### src/rtl/bsm_pkg.sv
// Shared types and constants for the breakpoint sort and merge block.
`default_nettype none

package bsm_pkg;

    localparam int POS_W     = 32;
    localparam int SEG_W     = 4;
    localparam int CFG_IDX_W = 2;

    localparam logic [CFG_IDX_W-1:0] CFG_EPS_MIXED = 2'd0;
    localparam logic [CFG_IDX_W-1:0] CFG_EPS_SIDE  = 2'd1;

    localparam logic [POS_W-1:0] EPS_RESET = 32'd16;

    typedef struct packed {
        logic [POS_W-1:0] position;
        logic             kind;
        logic             last_point;
    } t_in;

    typedef struct packed {
        logic [POS_W-1:0] point_position;
        logic             point_kind;
        logic             last_out;
        logic [SEG_W-1:0] segment_count;
        logic             overflow;
    } t_out;

    typedef struct packed {
        logic [POS_W-1:0] pos;
        logic             kind;
    } t_point;

    typedef struct packed {
        logic load;
        logic key_rd;
        logic key_cap;
        logic sort_shift;
        logic sort_insert;
        logic merge_init;
        logic merge_cur;
        logic merge_step;
        logic merge_flush;
        logic emit_rd;
        logic list_clear;
    } t_cmd;

    typedef struct packed {
        logic sort_done;
        logic shift;
        logic last_zero;
        logic k_last;
        logic e_last;
    } t_stat;

    typedef enum logic [9:0] {
        ST_IDLE   = 10'b00_0000_0001,
        ST_SKEY   = 10'b00_0000_0010,
        ST_SLOAD  = 10'b00_0000_0100,
        ST_SCMP   = 10'b00_0000_1000,
        ST_MRD0   = 10'b00_0001_0000,
        ST_MCUR   = 10'b00_0010_0000,
        ST_MNXT   = 10'b00_0100_0000,
        ST_MFLUSH = 10'b00_1000_0000,
        ST_EMIT   = 10'b01_0000_0000,
        ST_END    = 10'b10_0000_0000
    } t_state;

endpackage

`default_nettype wire

### src/rtl/breakpoint_sort_and_merge_top.sv
// Top level of the breakpoint sort and merge block.
`default_nettype none

// Points are loaded one per transaction while busy is low. The transaction
// with last_point set starts processing and raises busy. For n stored points before the final
// one (n = fill count, at most MAX_POINTS - 1), the insertion sort takes each inner key in turn
// and moves it one place per step, all bound by the single read and single write port of the
// point memory. The merge scan follows. After the first memory read, which is registered,
// the m survivors appear on consecutive cycles, one per o_strobe, and busy falls in the
// cycle after the last one.
// Results cannot be held off by the receiver; they must be taken in the cycle they appear.
// Configuration writes are always accepted and must be issued only while busy is low.

module breakpoint_sort_and_merge_top
    import bsm_pkg::*;
#(
    parameter int MAX_POINTS = 16
) (
    input  wire logic                 i_clk,
    input  wire logic                 i_rst_n,
    input  wire logic                 start,
    input  wire t_in                  i_item,
    output logic                      busy,
    input  wire logic                 i_cfg_valid,
    output logic                      o_cfg_ready,
    input  wire logic [CFG_IDX_W-1:0] i_cfg_index,
    input  wire logic [POS_W-1:0]     i_cfg_data,
    output logic                      o_strobe,
    output t_out                      o_result
);

    t_cmd  cmd;
    t_stat stat;
    logic  ctrl_busy;

    bsm_ctrl u_ctrl (
        .i_clk        (i_clk),
        .i_rst_n      (i_rst_n),
        .i_start      (start),
        .i_last_point (i_item.last_point),
        .i_stat       (stat),
        .o_cmd        (cmd),
        .o_busy       (ctrl_busy)
    );

    bsm_dpath #(
        .MAX_POINTS (MAX_POINTS)
    ) u_dpath (
        .i_clk       (i_clk),
        .i_rst_n     (i_rst_n),
        .i_cmd       (cmd),
        .i_item      (i_item),
        .i_cfg_wr    (i_cfg_valid),
        .i_cfg_index (i_cfg_index),
        .i_cfg_data  (i_cfg_data),
        .o_stat      (stat),
        .o_strobe    (o_strobe),
        .o_result    (o_result)
    );

    assign busy        = ctrl_busy;
    assign o_cfg_ready = 1'b1;

    a_strobe_while_busy: assert property (@(posedge i_clk) disable iff (!i_rst_n)
        o_strobe |-> busy)
        else $error("Result strobe outside a busy period.");

    a_last_ends_burst: assert property (@(posedge i_clk) disable iff (!i_rst_n)
        (o_strobe && o_result.last_out) |=> !o_strobe)
        else $error("Result strobe after the final result of a burst.");

    a_plain_point_stays_idle: assert property (@(posedge i_clk) disable iff (!i_rst_n)
        (start && !busy && !i_item.last_point) |=> !busy)
        else $error("A non-final point started processing.");

    a_final_point_starts: assert property (@(posedge i_clk) disable iff (!i_rst_n)
        (start && !busy && i_item.last_point) |=> busy)
        else $error("The final point did not start processing.");

endmodule

`default_nettype wire

### src/rtl/bsm_ctrl.sv
// Controller state machine that sequences loading, sorting, merging and emitting.
`default_nettype none

module bsm_ctrl
    import bsm_pkg::*;
(
    input  wire logic  i_clk,
    input  wire logic  i_rst_n,
    input  wire logic  i_start,
    input  wire logic  i_last_point,
    input  wire t_stat i_stat,
    output t_cmd       o_cmd,
    output logic       o_busy
);

    t_state r_state;
    t_state n_state;

    always_ff @(posedge i_clk) begin
        if (!i_rst_n) begin
            r_state <= ST_IDLE;
        end else begin
            r_state <= n_state;
        end
    end

    always_comb begin
        n_state = r_state;
        o_cmd   = '0;
        case (r_state)
            ST_IDLE: begin
                if (i_start) begin
                    o_cmd.load = 1'b1;
                    if (i_last_point) begin
                        n_state = ST_SKEY;
                    end
                end
            end
            ST_SKEY: begin
                if (i_stat.sort_done) begin
                    n_state = ST_MRD0;
                end else begin
                    o_cmd.key_rd = 1'b1;
                    n_state      = ST_SLOAD;
                end
            end
            ST_SLOAD: begin
                o_cmd.key_cap = 1'b1;
                n_state       = ST_SCMP;
            end
            ST_SCMP: begin
                if (i_stat.shift) begin
                    o_cmd.sort_shift = 1'b1;
                end else begin
                    o_cmd.sort_insert = 1'b1;
                    n_state           = ST_SKEY;
                end
            end
            ST_MRD0: begin
                o_cmd.merge_init = 1'b1;
                n_state          = ST_MCUR;
            end
            ST_MCUR: begin
                o_cmd.merge_cur = 1'b1;
                n_state         = i_stat.last_zero ? ST_MFLUSH : ST_MNXT;
            end
            ST_MNXT: begin
                o_cmd.merge_step = 1'b1;
                if (i_stat.k_last) begin
                    n_state = ST_MFLUSH;
                end
            end
            ST_MFLUSH: begin
                o_cmd.merge_flush = 1'b1;
                n_state           = ST_EMIT;
            end
            ST_EMIT: begin
                o_cmd.emit_rd = 1'b1;
                if (i_stat.e_last) begin
                    n_state = ST_END;
                end
            end
            ST_END: begin
                o_cmd.list_clear = 1'b1;
                n_state          = ST_IDLE;
            end
            default: begin
                n_state = ST_IDLE;
            end
        endcase
    end

    assign o_busy = (r_state != ST_IDLE);

    a_one_hot: assert property (@(posedge i_clk) disable iff (!i_rst_n)
        $onehot(r_state))
        else $error("Controller state is not one-hot.");

    a_scan_ends_in_flush: assert property (@(posedge i_clk) disable iff (!i_rst_n)
        (r_state == ST_MNXT && i_stat.k_last) |=> (r_state == ST_MFLUSH))
        else $error("Merge scan did not end in a flush.");

    a_emit_then_end: assert property (@(posedge i_clk) disable iff (!i_rst_n)
        (r_state == ST_EMIT && i_stat.e_last) |=> (r_state == ST_END))
        else $error("Emit pass did not finish after the last survivor.");

endmodule

`default_nettype wire

### src/rtl/bsm_dpath.sv
// Datapath with the point memory, sort and merge counters, thresholds and result register.
`default_nettype none

module bsm_dpath
    import bsm_pkg::*;
#(
    parameter int MAX_POINTS = 16
) (
    input  wire logic                 i_clk,
    input  wire logic                 i_rst_n,
    input  wire t_cmd                 i_cmd,
    input  wire t_in                  i_item,
    input  wire logic                 i_cfg_wr,
    input  wire logic [CFG_IDX_W-1:0] i_cfg_index,
    input  wire logic [POS_W-1:0]     i_cfg_data,
    output t_stat                     o_stat,
    output logic                      o_strobe,
    output t_out                      o_result
);

    localparam int AW = $clog2(MAX_POINTS);
    localparam logic [AW-1:0] LAST_SLOT = AW'(MAX_POINTS - 1);

    t_point r_mem [MAX_POINTS];
    t_point r_rd;

    logic          wr_en;
    logic [AW-1:0] wr_addr;
    logic [AW-1:0] rd_addr;
    t_point        wr_data;

    logic [AW-1:0] r_fill, r_last, r_j, r_i, r_k, r_w, r_e;
    logic [AW-1:0] n_fill, n_last, n_j, n_i, n_k, n_w, n_e;
    logic          r_ovf, r_vld, r_efirst, r_elast;
    logic          n_ovf, n_vld, n_efirst, n_elast;

    t_point           r_key, r_cur;
    t_point           n_key, n_cur;
    logic [POS_W-1:0] r_first_pos, r_end_pos;
    logic [POS_W-1:0] n_first_pos, n_end_pos;
    logic [POS_W-1:0] r_eps_mixed, r_eps_side;

    logic             load_wr;
    logic [POS_W:0]   gap;
    logic [POS_W-1:0] thr;
    logic             close;

    assign load_wr = i_item.last_point || (r_fill != LAST_SLOT);
    assign gap     = {1'b0, r_rd.pos} - {1'b0, r_cur.pos};
    assign thr     = (r_cur.kind && r_rd.kind) ? r_eps_side : r_eps_mixed;
    assign close   = gap[POS_W] || (gap[POS_W-1:0] < thr);

    assign o_stat.sort_done = (r_j >= r_last);
    assign o_stat.shift     = (r_i != '0) && (r_rd.pos > r_key.pos);
    assign o_stat.last_zero = (r_last == '0);
    assign o_stat.k_last    = (r_k == r_last);
    assign o_stat.e_last    = (r_e == r_w);

    always_comb begin
        wr_en   = 1'b0;
        wr_addr = r_fill;
        wr_data = r_cur;
        rd_addr = '0;
        if (i_cmd.load) begin
            wr_en   = load_wr;
            wr_addr = r_fill;
            wr_data = '{pos: i_item.position, kind: i_item.kind};
        end
        if (i_cmd.key_rd) begin
            rd_addr = r_j;
        end
        if (i_cmd.key_cap) begin
            rd_addr = r_j - 1'b1;
        end
        if (i_cmd.sort_shift) begin
            wr_en   = 1'b1;
            wr_addr = r_i + 1'b1;
            wr_data = r_rd;
            rd_addr = r_i - 1'b1;
        end
        if (i_cmd.sort_insert) begin
            wr_en   = 1'b1;
            wr_addr = r_i + 1'b1;
            wr_data = r_key;
        end
        if (i_cmd.merge_cur) begin
            rd_addr = r_k;
        end
        if (i_cmd.merge_step) begin
            wr_en   = !close;
            wr_addr = r_w;
            wr_data = r_cur;
            rd_addr = o_stat.k_last ? r_k : r_k + 1'b1;
        end
        if (i_cmd.merge_flush) begin
            wr_en   = 1'b1;
            wr_addr = r_w;
            wr_data = r_cur;
        end
        if (i_cmd.emit_rd) begin
            rd_addr = r_e;
        end
    end

    always_ff @(posedge i_clk) begin
        if (wr_en) begin
            r_mem[wr_addr] <= wr_data;
        end
        r_rd <= r_mem[rd_addr];
    end

    always_comb begin
        n_fill      = r_fill;
        n_last      = r_last;
        n_j         = r_j;
        n_i         = r_i;
        n_k         = r_k;
        n_w         = r_w;
        n_e         = r_e;
        n_ovf       = r_ovf;
        n_key       = r_key;
        n_cur       = r_cur;
        n_first_pos = r_first_pos;
        n_end_pos   = r_end_pos;
        n_vld       = i_cmd.emit_rd;
        n_efirst    = (r_e == '0);
        n_elast     = (r_e == r_w);
        if (i_cmd.load) begin
            if (load_wr && (r_fill == '0)) begin
                n_first_pos = i_item.position;
            end
            if (i_item.last_point) begin
                n_last    = r_fill;
                n_j       = AW'(2);
                n_end_pos = i_item.position;
            end else if (r_fill != LAST_SLOT) begin
                n_fill = r_fill + 1'b1;
            end else begin
                n_ovf = 1'b1;
            end
        end
        if (i_cmd.key_cap) begin
            n_key = r_rd;
            n_i   = r_j - 1'b1;
        end
        if (i_cmd.sort_shift) begin
            n_i = r_i - 1'b1;
        end
        if (i_cmd.sort_insert) begin
            n_j = r_j + 1'b1;
        end
        if (i_cmd.merge_init) begin
            n_k = AW'(1);
            n_w = '0;
        end
        if (i_cmd.merge_cur) begin
            n_cur = r_rd;
        end
        if (i_cmd.merge_step) begin
            if (!close) begin
                n_w   = r_w + 1'b1;
                n_cur = r_rd;
            end else if (!r_cur.kind && r_rd.kind) begin
                n_cur.pos = r_rd.pos;
            end
            if (!o_stat.k_last) begin
                n_k = r_k + 1'b1;
            end
        end
        if (i_cmd.merge_flush) begin
            n_e = '0;
        end
        if (i_cmd.emit_rd) begin
            n_e = r_e + 1'b1;
        end
        if (i_cmd.list_clear) begin
            n_fill = '0;
            n_ovf  = 1'b0;
        end
    end

    always_ff @(posedge i_clk) begin
        if (!i_rst_n) begin
            r_fill   <= '0;
            r_last   <= '0;
            r_j      <= '0;
            r_i      <= '0;
            r_k      <= '0;
            r_w      <= '0;
            r_e      <= '0;
            r_ovf    <= 1'b0;
            r_vld    <= 1'b0;
            r_efirst <= 1'b0;
            r_elast  <= 1'b0;
        end else begin
            r_fill   <= n_fill;
            r_last   <= n_last;
            r_j      <= n_j;
            r_i      <= n_i;
            r_k      <= n_k;
            r_w      <= n_w;
            r_e      <= n_e;
            r_ovf    <= n_ovf;
            r_vld    <= n_vld;
            r_efirst <= n_efirst;
            r_elast  <= n_elast;
        end
    end

    always_ff @(posedge i_clk) begin
        r_key       <= n_key;
        r_cur       <= n_cur;
        r_first_pos <= n_first_pos;
        r_end_pos   <= n_end_pos;
    end

    always_ff @(posedge i_clk) begin
        if (!i_rst_n) begin
            r_eps_mixed <= EPS_RESET;
            r_eps_side  <= EPS_RESET;
        end else if (i_cfg_wr) begin
            case (i_cfg_index)
                CFG_EPS_MIXED: r_eps_mixed <= i_cfg_data;
                CFG_EPS_SIDE:  r_eps_side  <= i_cfg_data;
                default: begin
                end
            endcase
        end
    end

    assign o_strobe                = r_vld;
    assign o_result.point_position = r_elast  ? r_end_pos   :
                                     r_efirst ? r_first_pos : r_rd.pos;
    assign o_result.point_kind     = r_rd.kind;
    assign o_result.last_out       = r_elast;
    assign o_result.segment_count  = SEG_W'(r_w);
    assign o_result.overflow       = r_ovf;

    a_survivors_fit: assert property (@(posedge i_clk) disable iff (!i_rst_n)
        (i_cmd.merge_flush || i_cmd.emit_rd) |-> (r_w <= r_last))
        else $error("Survivor count exceeds the list length.");

    a_write_behind_read: assert property (@(posedge i_clk) disable iff (!i_rst_n)
        i_cmd.merge_step |-> (r_w < r_k))
        else $error("Merge write index caught up with the scan index.");

    a_fill_bound: assert property (@(posedge i_clk) disable iff (!i_rst_n)
        r_fill <= LAST_SLOT)
        else $error("Fill count passed the last slot.");

endmodule

`default_nettype wire
### config.mk
export PLATFORM = sky130hd
export DESIGN_NAME = breakpoint_sort_and_merge_top
export DESIGN_NICKNAME = d
export VERILOG_FILES = /design/src/rtl/bsm_pkg.sv /design/src/rtl/breakpoint_sort_and_merge_top.sv /design/src/rtl/bsm_ctrl.sv /design/src/rtl/bsm_dpath.sv
export SDC_FILE = /design/constraint.sdc
export NUM_CORES = 1
export LEC_CHECK = 0
export ABC_AREA = 1
export BUFFER_PORTS_ARGS = -buffer_cell sky130_fd_sc_hd__buf_2
export CORE_MARGIN = 3
export CORE_UTILIZATION = 50
export CTS_CLUSTER_DIAMETER = 120
export DETAILED_ROUTE_END_ITERATION = 6
export GPL_ROUTABILITY_DRIVEN = 0
export PLACE_DENSITY = 0.66
export RECOVER_POWER = 25
export SLEW_MARGIN = 20
export SYNTH_ARGS = -nofsm -noshare
export SYNTH_HDL_FRONTEND = slang
export SYNTH_SLANG_ARGS = --single-unit
### constraint.sdc
create_clock -name i_clk -period 17.2 [get_ports i_clk]
set_clock_uncertainty 0.05 [all_clocks]
set_input_delay 4.3 -clock i_clk [delete_from_list [all_inputs] [get_ports i_clk]]
set_output_delay 4.3 -clock i_clk [all_outputs]
set_load 0.005 [all_outputs]
==> metrics.log <==
[metrics] run status: complete, but fails checks
[metrics] violations in the final reports: capacitance limit, slew limit
[metrics] clock-pin slew reported for the worst setup and hold paths after clock tree synthesis: 60 ps
[metrics] register area share after synthesis: 57.3%
[metrics] dominant cells by area after synthesis: sky130_fd_sc_hd__edfxtp_1, sky130_fd_sc_hd__dfxtp_1, sky130_fd_sc_hd__nand2_1
[metrics] number of setup buffers added after CTS: 0
[metrics] count of max-cap constraint violations: 8
[metrics] transition time at the pin with the least slew margin: 4370 ps
[metrics] number of core rows: 101
[metrics] Net Sw Frac: 38.5%
[metrics] P_sw: 2.83 mW
[metrics] synth unique cells: 55
[metrics] Seq cells post-synth: 797
[metrics] first-pass GRT wire length: 162 mm
[metrics] cell with the largest stage delay on the worst path: sky130_fd_sc_hd__nand2_1
[metrics] Post-Syn Area: 38800 um^2
[metrics] shortest clock period the worst path allows after layout: 10660 ps
[metrics] startpoint class of the critical path: register
[metrics] Initial DRC Count: 2789
[metrics] deepest clock path buffer count: 3
[metrics] aggregate routed wire length: 105 mm
[metrics] clock network fraction of design power: 25.4%
[metrics] area of the die: 80900 um^2
[metrics] cell count after placement: 5092
[metrics] Root Buffer: sky130_fd_sc_hd__clkbuf_16
[metrics] minimum setup slack after placement: 9970 ps
[metrics] ordered cell list for the critical path: nor2_1, inv_1, nor2_1, nand4_1, inv_1, o21ai_0, nand3_1, nand2_1, nand2_1, nand2_1, buf_4, nand2_1, nand3_1, nand3_1, nand3_1, nand2_1
[metrics] worst r2r dst: u_dpath.r_rd[12]$_DFF_P_
[metrics] number of cells in the finished layout apart from fillers: 5257
[metrics] total count of hold-check failures in the final report: 0
[metrics] post-route ant nets: 0
[metrics] CP Capture Type: register
[metrics] TritonCTS buffer count: 86
[metrics] total I/O pin count: 114
[metrics] Final Total Pwr: 7.35 mW
[metrics] pin count of the biggest net entering global routing: 112
[metrics] peak supply drop: 0.215 mV
[metrics] launch point of the worst hold path: u_dpath.r_rd[1]$_DFF_P_
[metrics] maximum cell stage delay along the critical path: 3110 ps
[metrics] LEAKAGE: 17.6 nW
[metrics] class of the tightest hold or removal check: reg -> reg
[metrics] area delta synth->final: 11.4%
[metrics] register-to-register setup slack: 6540 ps
[metrics] Ys Warns: 0
[metrics] core occupancy in the finished layout: 56.6%
[metrics] Worst Path Arrival: 11180 ps
[metrics] CTS tree: yes
[metrics] launch instance of the worst register-to-register path: u_ctrl.r_state[9]$_SDFFE_PN0P_
[metrics] sequential cell area in the final layout: 22200 um^2
[metrics] detailed placer's ending HPWL: 63.8 mm
[metrics] Cells on Worst Hold Path: 0
[metrics] via count: 29.3k
[metrics] Routed wire per std cell: 19.9 um
[metrics] via count of the first global-routing pass: 27.8k
[metrics] number of antenna cells inserted: 0
[metrics] number of pins with negative max-slew slack in the final report: 404
[metrics] final routed DRC violation total: 0
[metrics] Pre-Repair DR Iteration Count: 6
[metrics] die boundary height: 284 um
[metrics] horizontal die dimension: 284 um
[metrics] Fillers: 6643
[metrics] leading post-synthesis cells by instance count: sky130_fd_sc_hd__nand2_1, sky130_fd_sc_hd__edfxtp_1, sky130_fd_sc_hd__nand3_1
[metrics] Final Net Count: 4336
[metrics] EDFF count, synth: 625
[metrics] Hold Path End: u_dpath.r_key[1]$_DFFE_PP_
[metrics] largest fanout of any net on the critical path: 111
[metrics] Top FF cell, synth: sky130_fd_sc_hd__edfxtp_1
[metrics] number of instances in the synthesized netlist: 4099
[metrics] worst setup slack after layout: 6540 ps
[metrics] reg2reg path depth: 16
[metrics] clock latency reported for the late side of the worst-skew pair: 640 ps
[metrics] total core area: 76300 um^2
[metrics] RSZ-0062 raised after global routing: false
[metrics] power share of the combinational group: 38.2%
[metrics] number of nets in the synthesized netlist: 4282
[metrics] period utilization: 62.0%
[metrics] Worst Path Class, Setup: reg -> reg
[metrics] Max-Slew Margin vs Limit: -191%
[metrics] Initial Util: 50.8%
[metrics] share of layout cells above drive strength 1: 8.00%
[metrics] area fraction of the dominant cell type after synthesis: 48.4%
[metrics] Post-synth ARST share: 0%
[metrics] Avg Synthesized Cell Area: 9.46 um^2
[metrics] area of the multi-input gates: 14000 um^2
[metrics] total power divided by cell area: 170 nW/um^2
[metrics] cell type contributing the most total cell area after synthesis: sky130_fd_sc_hd__edfxtp_1
[metrics] number of hold buffers added after cts: 0
[metrics] endpoint required time on the critical path: 17720 ps
[metrics] number of setup violations in the final report: 0
[metrics] maximum clock frequency: 93.8 MHz
[metrics] antenna violations before repair: 3
[metrics] level count of the clock H-tree: 3
[metrics] dominant cell type by count on the critical path: sky130_fd_sc_hd__nand2_1
[metrics] remaining global-route overflow: 0
[metrics] most frequently used cell type in the post-synthesis netlist: sky130_fd_sc_hd__nand2_1
[metrics] Global Route Usage Sum: 25.4%
[metrics] detail-routed via count per cell: 5.57
[metrics] total negative setup slack: 0 ps
[metrics] post-cts sizing count: 0
[metrics] Int Pwr: 4.51 mW
[metrics] input/output buffers: 112
[metrics] number of clock sinks: 797
[metrics] sequential share of power: 36.4%
power groups by stage:
stage | Sequential (mW) | Clock (mW) | Combinational (mW)
global route | 2.70 | 1.97 | 3.16
global placement | 2.70 | 0 | 2.70
floorplan | 2.67 | 0 | 1.90
finish | 2.68 | 1.86 | 2.81
detailed placement | 2.71 | 0 | 2.76
CTS | 2.67 | 1.89 | 2.78
how the worst max path moves through the flow:
stage,end,cells past startpoint,start,slack [ps]
global route,u_dpath.r_rd[13]$_DFF_P_,16,u_ctrl.r_state[9]$_SDFFE_PN0P_,5600
floorplan,u_dpath.r_mem[0][0]$_DFFE_PP_,8,start,9530
finish,u_dpath.r_rd[12]$_DFF_P_,16,u_ctrl.r_state[9]$_SDFFE_PN0P_,6540
global placement,u_dpath.r_mem[15][25]$_DFFE_PP_,9,start,9950
detailed placement,u_dpath.r_mem[14][23]$_DFFE_PP_,9,start,9970
CTS,u_dpath.r_mem[7][15]$_DFFE_PP_,9,start,10630
layer usage:
metal  part of all wire, %  GRT usage, %  vias to the layer above  wire length, um
met1                    43          35.7                    13909            45300
met3                   7.8          3.75                      173             8140
met2                    46          40.9                     1123            48500
met5                     0             0                        -                0
li1                      -             -                    14086                -
met4                   2.5          8.10                        0             2640
sequential cells by signal, indices dropped and copies added, names as in the netlist, 4 cells and up:
| name | cells |
|---|---|
| u_dpath.r_j | 4 |
| u_dpath.r_rd | 32 |
| u_dpath.r_eps_side | 32 |
| u_dpath.r_first_pos | 32 |
| u_dpath.r_w | 4 |
| u_dpath.r_eps_mixed | 32 |
| u_dpath.r_end_pos | 32 |
| u_dpath.r_e | 4 |
| u_dpath.r_fill | 4 |
| u_dpath.r_i | 4 |
| u_dpath.r_mem | 528 |
| u_dpath.r_cur | 33 |
| u_ctrl.r_state | 10 |
| u_dpath.r_last | 4 |
| u_dpath.r_key | 33 |
| u_dpath.r_k | 4 |
critical path, delay by kind of cell, from the launching register on:
kind / cells / cell delay (ps)
DFF: 1 / 340
AOI/OAI and AO/OA: 1 / 420
buffers and inverters: 3 / 2990
and+or+nand+nor: 12 / 6610
area by class of cell:
| class | count | share of cell area (%) |
|---|---|---|
| Sequential cell | 797 | 51.4 |
| Clock inverter | 43 | 1.00 |
| Clock buffer | 119 | 5.63 |
| Multi-Input combinational cell | 2618 | 32.4 |
| Inverter | 461 | 4.01 |
| Tap cell | 1030 | 2.98 |
| Timing Repair Buffer | 189 | 2.60 |
stage by stage:
step           hold WS (ps)  area [um^2]
3_5_place_dp            399        40400
2_1_floorplan           378        38800
4_1_cts                 420        43200
3_3_place_gp            389        40300
6_report                421        43200
5_1_grt                 428        43200
cell usage in the layout, fill, tap and decap left out, types with 7 or more instances in the layout:
| cell | synthesis | final |
|---|---|---|
| sky130_fd_sc_hd__inv_2 | 13 | 11 |
| sky130_fd_sc_hd__nand3_1 | 565 | 564 |
| sky130_fd_sc_hd__dfxtp_1 | 172 | 171 |
| sky130_fd_sc_hd__o21ai_0 | 304 | 310 |
| sky130_fd_sc_hd__nor2_4 | 1 | 16 |
| sky130_fd_sc_hd__a21oi_1 | 97 | 97 |
| sky130_fd_sc_hd__nand2_2 | 4 | 9 |
| sky130_fd_sc_hd__buf_4 | 32 | 62 |
| sky130_fd_sc_hd__clkbuf_16 | 0 | 90 |
| sky130_fd_sc_hd__ha_1 | 110 | 110 |
| sky130_fd_sc_hd__nor2_1 | 216 | 201 |
| sky130_fd_sc_hd__clkinv_1 | 1 | 13 |
| sky130_fd_sc_hd__o21ai_1 | 33 | 20 |
| sky130_fd_sc_hd__nand4_1 | 15 | 15 |
| sky130_fd_sc_hd__clkbuf_1 | 112 | 69 |
| sky130_fd_sc_hd__buf_2 | 62 | 76 |
| sky130_fd_sc_hd__a211oi_1 | 8 | 8 |
| sky130_fd_sc_hd__clkbuf_8 | 0 | 7 |
| sky130_fd_sc_hd__clkinv_2 | 1 | 16 |
| sky130_fd_sc_hd__xor2_1 | 27 | 27 |
| sky130_fd_sc_hd__nand3b_1 | 167 | 167 |
| sky130_fd_sc_hd__nor3_1 | 28 | 23 |
| sky130_fd_sc_hd__inv_1 | 446 | 447 |
| sky130_fd_sc_hd__xnor2_1 | 21 | 21 |
| sky130_fd_sc_hd__nand2_1 | 861 | 857 |
| sky130_fd_sc_hd__o21a_1 | 41 | 41 |
| sky130_fd_sc_hd__mux2i_1 | 31 | 31 |
| sky130_fd_sc_hd__o211ai_1 | 37 | 37 |
| sky130_fd_sc_hd__nor3_2 | 3 | 8 |
| sky130_fd_sc_hd__edfxtp_1 | 625 | 625 |
cells by family after synthesis:
| kind of cell | Yosys count | synth area share [%] |
|---|---|---|
| compound gates | 549 | 7.89 |
| other cells | 1 | 0.00967 |
| fa+ha+maj | 111 | 3.60 |
| simple gates | 1878 | 22.2 |
| buf+inv | 684 | 7.17 |
| xor+xnor | 48 | 1.08 |
| mux | 31 | 0.800 |
| flops | 797 | 57.3 |
No activity file was read; power rests on OpenSTA's default activity.
